--- src/rtl/lhe_pkg.sv ---
// ----------------------------------------------------------------------------
// lhe_pkg: shared types and constants of the label histogram
// Field widths, mode codes and the command and status words between the
// controller and the datapath.
// ----------------------------------------------------------------------------
package lhe_pkg;

	localparam int BINS       = 64;
	localparam int IDX_W      = 6;
	localparam int CNT_W      = 24;
	localparam int FRAC_W     = 16;
	localparam int K_W        = 5;
	localparam int LOG_W      = K_W + FRAC_W;
	localparam int PROD_W     = CNT_W + LOG_W;
	localparam int SUM_W      = 52;
	localparam int ENT_W      = 19;
	localparam int ACT_W      = 7;
	localparam int MODE_W     = 3;
	localparam int MANT_W     = 31;

	localparam logic [CNT_W-1:0] CNT_MAX = {CNT_W{1'b1}};
	localparam logic [ENT_W-1:0] ENT_MAX = {ENT_W{1'b1}};
	localparam logic [ACT_W-1:0] ACT_RESET = ACT_W'(64);
	localparam logic [ACT_W-1:0] ACT_LIMIT = ACT_W'(BINS);

	localparam logic [MODE_W-1:0] MODE_COUNT = 3'd0;
	localparam logic [MODE_W-1:0] MODE_MERGE = 3'd1;
	localparam logic [MODE_W-1:0] MODE_SET   = 3'd2;
	localparam logic [MODE_W-1:0] MODE_CLEAR = 3'd3;
	localparam logic [MODE_W-1:0] MODE_ENT   = 3'd4;
	localparam logic [MODE_W-1:0] MODE_READ  = 3'd5;

	// Commands from the controller to the datapath.
	typedef struct packed {
		logic take;
		logic ent_rd;
		logic ent_init;
		logic log_bin;
		logic log_tot;
		logic mul;
		logic acc;
		logic bin_next;
		logic div_step;
		logic ent_fin;
		logic commit;
	} lhe_cmd_t;

	// Status from the datapath to the controller.
	typedef struct packed {
		logic in_ent;
		logic total_zero;
		logic nb_zero;
		logic cnt_zero;
		logic bin_last;
		logic lg_busy;
		logic div_last;
		logic out_free;
	} lhe_stat_t;

endpackage

--- src/rtl/lhe_ctrl.sv ---
// ----------------------------------------------------------------------------
// lhe_ctrl: sequencer of the label histogram
// Accepts items, walks the bins for entropy and hands words to the output.
// ----------------------------------------------------------------------------
module lhe_ctrl (
	input  logic                 clk,
	input  logic                 arst_n,
	input  logic                 in_valid,
	output logic                 in_ready,
	input  lhe_pkg::lhe_stat_t   stat,
	output lhe_pkg::lhe_cmd_t    cmd
);

	typedef enum logic [10:0] {
		S_IDLE  = 11'b00000000001,
		S_FIN   = 11'b00000000010,
		S_START = 11'b00000000100,
		S_RD    = 11'b00000001000,
		S_LD    = 11'b00000010000,
		S_LOG   = 11'b00000100000,
		S_MUL   = 11'b00001000000,
		S_ACC   = 11'b00010000000,
		S_DIV   = 11'b00100000000,
		S_LOGN  = 11'b01000000000,
		S_DONE  = 11'b10000000000
	} state_t;

	state_t state_q;
	state_t state_d;

	// Next state and commands.
	always_comb begin
		state_d  = state_q;
		cmd      = '0;
		in_ready = 1'b0;
		unique case (state_q)
			S_IDLE: begin
				in_ready = 1'b1;
				if (in_valid) begin
					cmd.take = 1'b1;
					state_d  = stat.in_ent ? S_START : S_FIN;
				end
			end
			S_FIN: begin
				if (stat.out_free) begin
					cmd.commit = 1'b1;
					state_d    = S_IDLE;
				end
			end
			S_START: begin
				cmd.ent_init = 1'b1;
				if (stat.total_zero) begin
					state_d = S_FIN;
				end else if (stat.nb_zero) begin
					state_d = S_DIV;
				end else begin
					state_d = S_RD;
				end
			end
			S_RD: begin
				cmd.ent_rd = 1'b1;
				state_d    = S_LD;
			end
			S_LD: begin
				if (stat.cnt_zero) begin
					cmd.bin_next = 1'b1;
					state_d      = stat.bin_last ? S_DIV : S_RD;
				end else begin
					cmd.log_bin = 1'b1;
					state_d     = S_LOG;
				end
			end
			S_LOG: begin
				if (!stat.lg_busy) begin
					state_d = S_MUL;
				end
			end
			S_MUL: begin
				cmd.mul = 1'b1;
				state_d = S_ACC;
			end
			S_ACC: begin
				cmd.acc      = 1'b1;
				cmd.bin_next = 1'b1;
				state_d      = stat.bin_last ? S_DIV : S_RD;
			end
			S_DIV: begin
				cmd.div_step = 1'b1;
				if (stat.div_last) begin
					cmd.log_tot = 1'b1;
					state_d     = S_LOGN;
				end
			end
			S_LOGN: begin
				if (!stat.lg_busy) begin
					state_d = S_DONE;
				end
			end
			S_DONE: begin
				cmd.ent_fin = 1'b1;
				state_d     = S_FIN;
			end
			default: begin
				state_d = S_IDLE;
			end
		endcase
	end

	always_ff @(posedge clk or negedge arst_n) begin
		if (!arst_n) begin
			state_q <= S_IDLE;
		end else begin
			state_q <= state_d;
		end
	end

endmodule

--- config.mk ---
export PLATFORM = sky130hd
export DESIGN_NAME = lhe_ctrl
export DESIGN_NICKNAME = d
export VERILOG_FILES = /design/src/rtl/lhe_pkg.sv /design/src/rtl/lhe_ctrl.sv
export SDC_FILE = /design/constraint.sdc
export NUM_CORES = 1
export LEC_CHECK = 0
export CAP_MARGIN = 20
export CORE_UTILIZATION = 52
export CTS_BUF_LIST = sky130_fd_sc_hd__clkbuf_8
export DETAILED_ROUTE_END_ITERATION = 10
export DONT_BUFFER_PORTS = 1
export PLACE_DENSITY = 0.71
export SLEW_MARGIN = 0
export SYNTH_ARGS = -nofsm -noshare
export SYNTH_HDL_FRONTEND = slang
export SYNTH_SLANG_ARGS = --single-unit
--- constraint.sdc ---
create_clock -name clk -period 2.35 [get_ports clk]
set_input_delay 0.47 -clock clk [delete_from_list [all_inputs] [get_ports clk]]
set_output_delay 0.47 -clock clk [all_outputs]
set_load 0.05 [all_outputs]
==> impl_metrics.toml, run 1 <==
[outcome]
run_status = "finished with violations"
violations = "negative setup slack"

[setup_path]
start_kind = "flop"
path_class = "flop to output port"
cp-end-kind = "output port"
crit_path_max_incr_delay_ns = 0.57
path_cells = "or4_4, or3_4, nor4b_4, buf_12"
critPathMaxFanout = 3
cp_top_family = "simple AND/OR/NAND/NOR gates"
critPathBufInv = 1
cp.required_ns = 1.88
slowest_stage = "or4_4"
worstPathArrival_ns = 2.15

[detailed_routing]
drt-pass1-iter-count = 5
routedWlPerCell_microns = 26.6
route.detailed.drc = 0
viasPerCell = 7.51
finalWirelength_mm = 3.59
routed-via-count = 1014
drt-initial-drc-count = 79
ant_nets = 0

[timing]
fin_skew_ns = 0.00842
finalCriticalPeriod_ns = 2.62
worst_slack_ns = -0.274
period_share_pct = 112
slew_headroom_pct = 66.3
final_hold_viol_count = 0
drv_slew = 0
grt_setup_unrepaired = "true"
tightest_slew_ns = 0.503
tns_ns = -1.71
finalSetupViolCount = 12
fmax_ghz = 0.381

[yosys]
yosysMostFrequentCell = "dfrtp_1"
synth_compound_area_share_pct = 13.3
synth_nets = 100
ys_async_sr_fraction_pct = 100
synth_cells = 89
synth_top_family_by_area = "simple AND/OR/NAND/NOR gates"
synth_seq_cells = 11
synthDominantCellAreaShare_pct = 31.6
synth-xor-area-share_pct = 3.32
synth-edff-count = 0
synth-main-ff-cell = "dfrtp_1"
yosys_warnings = 0
synth_top_area_cell = "dfrtp_1"
synthTopCellsByArea = "dfrtp_1, nor3_1, nor4b_1"
synthesis.area_sq_um = 791
ys_types = 34
synthMuxAreaShare_pct = 0
postSynthAreaPerCell_sq_um = 8.88
ys_seq_area_share_pct = 35.0
synthAdderAreaFrac_pct = 0
yosys-top-cells-count = "dfrtp_1, nor3_1, nor2_1"
yosys.area_share.simple_pct = 42.1

[floorplanning]
start_util_pct = 58.6
die_w_microns = 41.0
fp.dieArea_sq_um = 1680
die_h_microns = 41.0
core.rowCount = 13
core_sq_um = 1350
io_pins = 23

[power]
p_comb_share_pct = 60.8
powerDensity_nw_per_um2 = 861
p_int_w = 0.000612
clock_power_share_pct = 18.5
switching_share_pct = 44.9
p_total_w = 0.00111
static-leakage-power_nw = 0.570
p_seq_share_pct = 20.7
switchingPower_w = 0.000499
irDropWorstVdd_mv = 0.678

[cells_and_area]
largestRegisters = "state_q (11)"
multi_input_area_sq_um = 596
largest_reg_flops = 11
finalNonFillerCells = 135
regMostFlops = "state_q"
nets = 132
area_growth_syn_to_layout_pct = 63.1
fillers = 29
diodes = 0
drive_gt1_share_pct = 46.7
seq_area_sq_um = 277

[clocking]
clk_pin_slew_ns = 0.06
cts-root-buf = "clkbuf_8"
h-tree-depth = 1
cts_buffers = 3
cts_buffer_depth = 2
clkLatencyLatePin_ns = 0.25
cts_tree = "built"
cts.sinks = 11

[global_routing]
track_usage_pct = 37.2
grt-ovfl-total = 0
antenna_found_initial = 0
grt_pass1_vias = 874
grt_max_degree = 12
grt_pass1_wl_mm = 3.90

[placement]
dp_hpwl_mm = 1.59
placedCellCount = 124
routabilityCongestion = 0.839
portBuffers = 0

[flow_run]
cap_violations = 0

[worst_hold_path]
min_path_type = "primary input to async pin"
-- repair_timing --
action                     in CTS  in global routing
hold endpoints to repair       10                  0
pin swaps                       8                  5
resized for setup              10                  8
setup endpoints to repair      10                 12
hold buffers                    1                  0
setup buffers                   4                  2
-- power groups by stage --
stage          clock network (W)  registers, W  logic, W
2_1_floorplan                  0      0.000242  0.000356
3_3_place_gp                   0      0.000228  0.000481
3_5_place_dp                   0      0.000229  0.000496
4_1_cts                 0.000195      0.000226  0.000589
5_1_grt                 0.000204      0.000231  0.000699
6_report                0.000206      0.000230  0.000676
-- final timing paths --
check | from | end | slack, ns | cells past startpoint
min in group clk | stat[5] | state_q[3]$_DFFE_PN0P_ | 0.31 | 1
min | arst_n | state_q[0]$_DFFE_PN1P_ | 0.05 | 0
max | state_q[5]$_DFFE_PN0P_ | cmd[7] | -0.27 | 4
max in group asynchronous | arst_n | state_q[10]$_DFFE_PN0P_ | 1.38 | 1
max reg2reg | state_q[5]$_DFFE_PN0P_ | state_q[0]$_DFFE_PN1P_ | -0.01 | 8
min reg2reg | state_q[5]$_DFFE_PN0P_ | state_q[10]$_DFFE_PN0P_ | 0.62 | 2
-- cell families (layout without fill, tap and decap cells) --
group / after synthesis / count (layout)
flops: 11 / 11
buf+inv: 9 / 40
xor+xnor: 3 / 3
simple gates: 51 / 51
compound gates: 15 / 15
-- cells in the final DEF (no fill, tap or decap), drive strengths merged, types with 2 or more instances in the layout --
master and n:
or4 6, o21ai 4, nor3 9, and3 2
nand2 4, and2 2, nand2b 3, nor4bb 2
nand3 2, nor4b 4, xor2 2, a21oi 2
or3 4, dfrtp 10, buf 32, inv 4
o211ai 2, nor2 6, and4bb 2, a21o 2
clkbuf 3, o22a 2
-- metrics by stage --
step	instance area, sq um	utilization (%)	hold slack, ns	setup WS (ns)
after detailed placement	1120	83.0	0.175	0.0286
after global routing	1290	95.6	0.0533	-0.293
after floorplan	880	-	0.174	-0.392
after CTS	1240	92.2	0.0630	-0.207
after global placement	1120	83.0	0.175	0.0426
final	1290	95.6	0.0525	-0.274
-- cell type report --
type	instances	area share, %
timing repair buffer	33	26.6
sequential	11	21.4
inverter	3	0.873
clock buffer	3	3.20
multi-input combinational	69	46.2
clock inverter	1	0.291
tap	15	1.45
-- layer usage --
| layer | vias up | wire, microns | GRT usage, % |
|---|---|---|---|
| li1 | 400 | - | - |
| met1 | 471 | 1330 | 44.0 |
| met2 | 122 | 1680 | 63.3 |
| met3 | 21 | 478 | 5.98 |
| met4 | 0 | 98 | 20.0 |
| met5 | - | 0 | 0 |
(Power assumes the default switching activity.)
==> run 2: changes to the inputs <==
--- a/config.mk
+++ b/config.mk
@@ -5,6 +5,7 @@
 export SDC_FILE = /design/constraint.sdc
 export NUM_CORES = 1
 export LEC_CHECK = 0
+export ABC_AREA = 1
 export CAP_MARGIN = 20
 export CORE_UTILIZATION = 52
 export CTS_BUF_LIST = sky130_fd_sc_hd__clkbuf_8
==> run 2 against run 1 <==
Power shrank 23%. Global-route usage down 15 points. Highest routed layer unchanged. Worst hold slack improved by 0.010 ns. Synthesized cell count rose by 44%. Critical path type unchanged. Largest power group unchanged. Sequential share of layout area up 5.4 points. Non-clock buffer count down 26. The flow finishes with violations (design-rule violations). Combinational power shrank 37%. Final cell count grew 15%. Clock power is 5% lower. Critical path depth grew 2. Fmax up 27%. Setup slack better by 0.56 ns. Largest cell class unchanged.
==> impl_metrics.toml, run 2 <==
[clocking]
cts_tree = "built"
clk_pin_slew_ns = 0.05
cts_buffers = 3
cts_resized = 0
clkLatencyLatePin_ns = 0.24
h-tree-depth = 1
cts-root-buf = "clkbuf_8"
cts_buffer_depth = 2
cts.sinks = 11

[placement]
placedCellCount = 150
dp_hpwl_mm = 1.56
placed_area_sq_um = 973
portBuffers = 0
routabilityCongestion = 0.868

[cells_and_area]
drive_gt1_share_pct = 31.7
finalNonFillerCells = 155
regMostFlops = "state_q"
final_common_cell = "inv_1"
final_cell_mix = "inv_1, nand2_1, nor2_1"
area_growth_syn_to_layout_pct = 14.8
nets = 151
diodes = 0
largestRegisters = "state_q (11)"
largest_reg_flops = 11
fin_area_sq_um = 1030

[setup_path]
r2r_start = "state_q[9]$_DFFE_PN0P_"
cp.required_ns = 1.88
r2r_end = "state_q[1]$_DFFE_PN0P_"
worstPathArrival_ns = 1.60
start_kind = "flop"
rr_worst_depth = 9
critPathMaxFanout = 5
cp-end-kind = "output port"
r2r_slack_ns = 0.79
path_class = "flop to output port"

[yosys]
yosys-top-cells-count = "inv_1, nand2_1, nor2_1"
yosys_warnings = 0
synthDominantCellAreaShare_pct = 27.9
synth_cells = 128
synth_seq_cells = 11
ys_types = 20
synthTopCellsByArea = "dfrtp_1, inv_1, nor2_4"
synthesis.area_sq_um = 897
postSynthAreaPerCell_sq_um = 7.01
synth_nets = 139
ys_async_sr_fraction_pct = 100
yosysMostFrequentCell = "inv_1"
synth-edff-count = 0
synth_top_area_cell = "dfrtp_1"
ys_seq_area_share_pct = 30.8
synth-main-ff-cell = "dfrtp_1"

[floorplanning]
core_sq_um = 1560
core.rowCount = 14
start_util_pct = 57.5
die_h_microns = 43.5
die_w_microns = 43.5
fp.dieArea_sq_um = 1900
io_pins = 23

[timing]
final_hold_viol_count = 0
fmax_ghz = 0.484
grt_setup_unrepaired = "false"
fin_skew_ns = 0.00438
tightest_slew_ns = 0.483
tns_ns = 0
slew_headroom_pct = 67.7
finalCriticalPeriod_ns = 2.07
drv_slew = 0
finalSetupViolCount = 0
period_share_pct = 88.0

[global_routing]
grt_max_degree = 11
antenna_found_initial = 0
grt_pass1_vias = 723
grt-ovfl-total = 0
track_usage_pct = 22.3
grt_pass1_wl_mm = 3.02

[power]
clock_power_share_pct = 23.0
powerDensity_nw_per_um2 = 828
p_comb_share_pct = 49.6
irDropWorstVdd_mv = 0.400
static-leakage-power_nw = 0.584
p_seq_share_pct = 27.4
p_int_w = 0.000453
switchingPower_w = 0.000399
switching_share_pct = 46.8

[outcome]
run_status = "finished with violations"
violations = "design-rule violations"

[detailed_routing]
ant_nets = 0
drt-pass1-iter-count = 6
drt-initial-drc-count = 13
routedWlPerCell_microns = 11.9
route.detailed.drc = 2
finalWirelength_mm = 1.85
viasPerCell = 5.01
routed-via-count = 776

[worst_hold_path]
min_path_type = "primary input to async pin"

[flow_run]
cap_violations = 0
run 2: changes by cell type after synthesis, sizes merged, moves of 3 or more:
cell | before | now
clkbuf | 3 | 0
buf | 3 | 0
nor2 | 6 | 25
nor3 | 9 | 6
nand3 | 2 | 15
nand2 | 4 | 31
nand2b | 3 | 0
or3 | 4 | 0
nor4b | 4 | 0
inv | 3 | 30
or4 | 6 | 0
run 2: cell type report:
type | instances | area, sq um
Fill cell | 131 | 529
Multi-Input combinational cell | 87 | 519
Sequential cell | 11 | 277
Inverter | 30 | 113
Timing Repair Buffer | 7 | 55.1
Clock buffer | 3 | 41.3
Tap cell | 16 | 20.0
Clock inverter | 1 | 5.00
run 2: kinds of logic (layout without fill, tap and decap cells):
logic type	Yosys count	after routing	synth area share (%)
AOI/OAI and AO/OA	7	7	5.16
DFF	11	11	30.8
buffers and inverters	30	41	12.6
and+or+nand+nor	80	80	51.5
run 2: how the worst max path moves through the flow:
stage / from / endpoint / slack (ns) / cells past startpoint
finish: state_q[9]$_DFFE_PN0P_ / cmd[0] / 0.28 / 6
global route: state_q[9]$_DFFE_PN0P_ / cmd[0] / 0.21 / 6
CTS: state_q[9]$_DFFE_PN0P_ / cmd[0] / 0.28 / 6
detailed placement: state_q[9]$_DFFE_PN0P_ / cmd[0] / 0.56 / 6
global placement: state_q[9]$_DFFE_PN0P_ / cmd[0] / 0.56 / 6
floorplan: state_q[9]$_DFFE_PN0P_ / cmd[0] / 0.13 / 5
run 2: per-stage QoR:
step	hold WS, ns	util [%]	total power [W]	worst slack [ns]
floorplan	0.174	-	0.000593	0.131
global placement	0.175	62.4	0.000649	0.565
detailed placement	0.175	62.4	0.000656	0.556
CTS	0.0620	66.1	0.000858	0.282
global route	0.0558	66.1	0.000903	0.211
finish	0.0627	66.1	0.000852	0.283
run 2: what timing repair did:
item,in CTS,in global routing
buffers inserted,0,0
setup endpoints to repair,0,0
hold buffers,1,0
hold endpoints to repair,10,0
run 2: power by group through the flow:
stage | clock (W) | combinational, W | sequential [W]
floorplan | 0 | 0.000360 | 0.000233
global placement | 0 | 0.000414 | 0.000234
detailed placement | 0 | 0.000420 | 0.000236
CTS | 0.000199 | 0.000427 | 0.000233
global route | 0.000208 | 0.000460 | 0.000236
finish | 0.000196 | 0.000423 | 0.000234
run 2: worst max-delay path, cell delays in order (launching register included):
cell,delay [ns]
dfrtp_1,0.43
nor2_4,0.16
nand2_4,0.09
nor2_4,0.19
inv_1,0.11
nor4_2,0.13
buf_4,0.23
run 2: routing by layer:
metal  share of wire [%]  vias up  track usage [%]
met5                   0        -                0
met4                 2.2        0             11.3
met2                  49       15             37.9
li1                    -      415                -
met3                 3.5        5             4.17
met1                  45      341             26.8
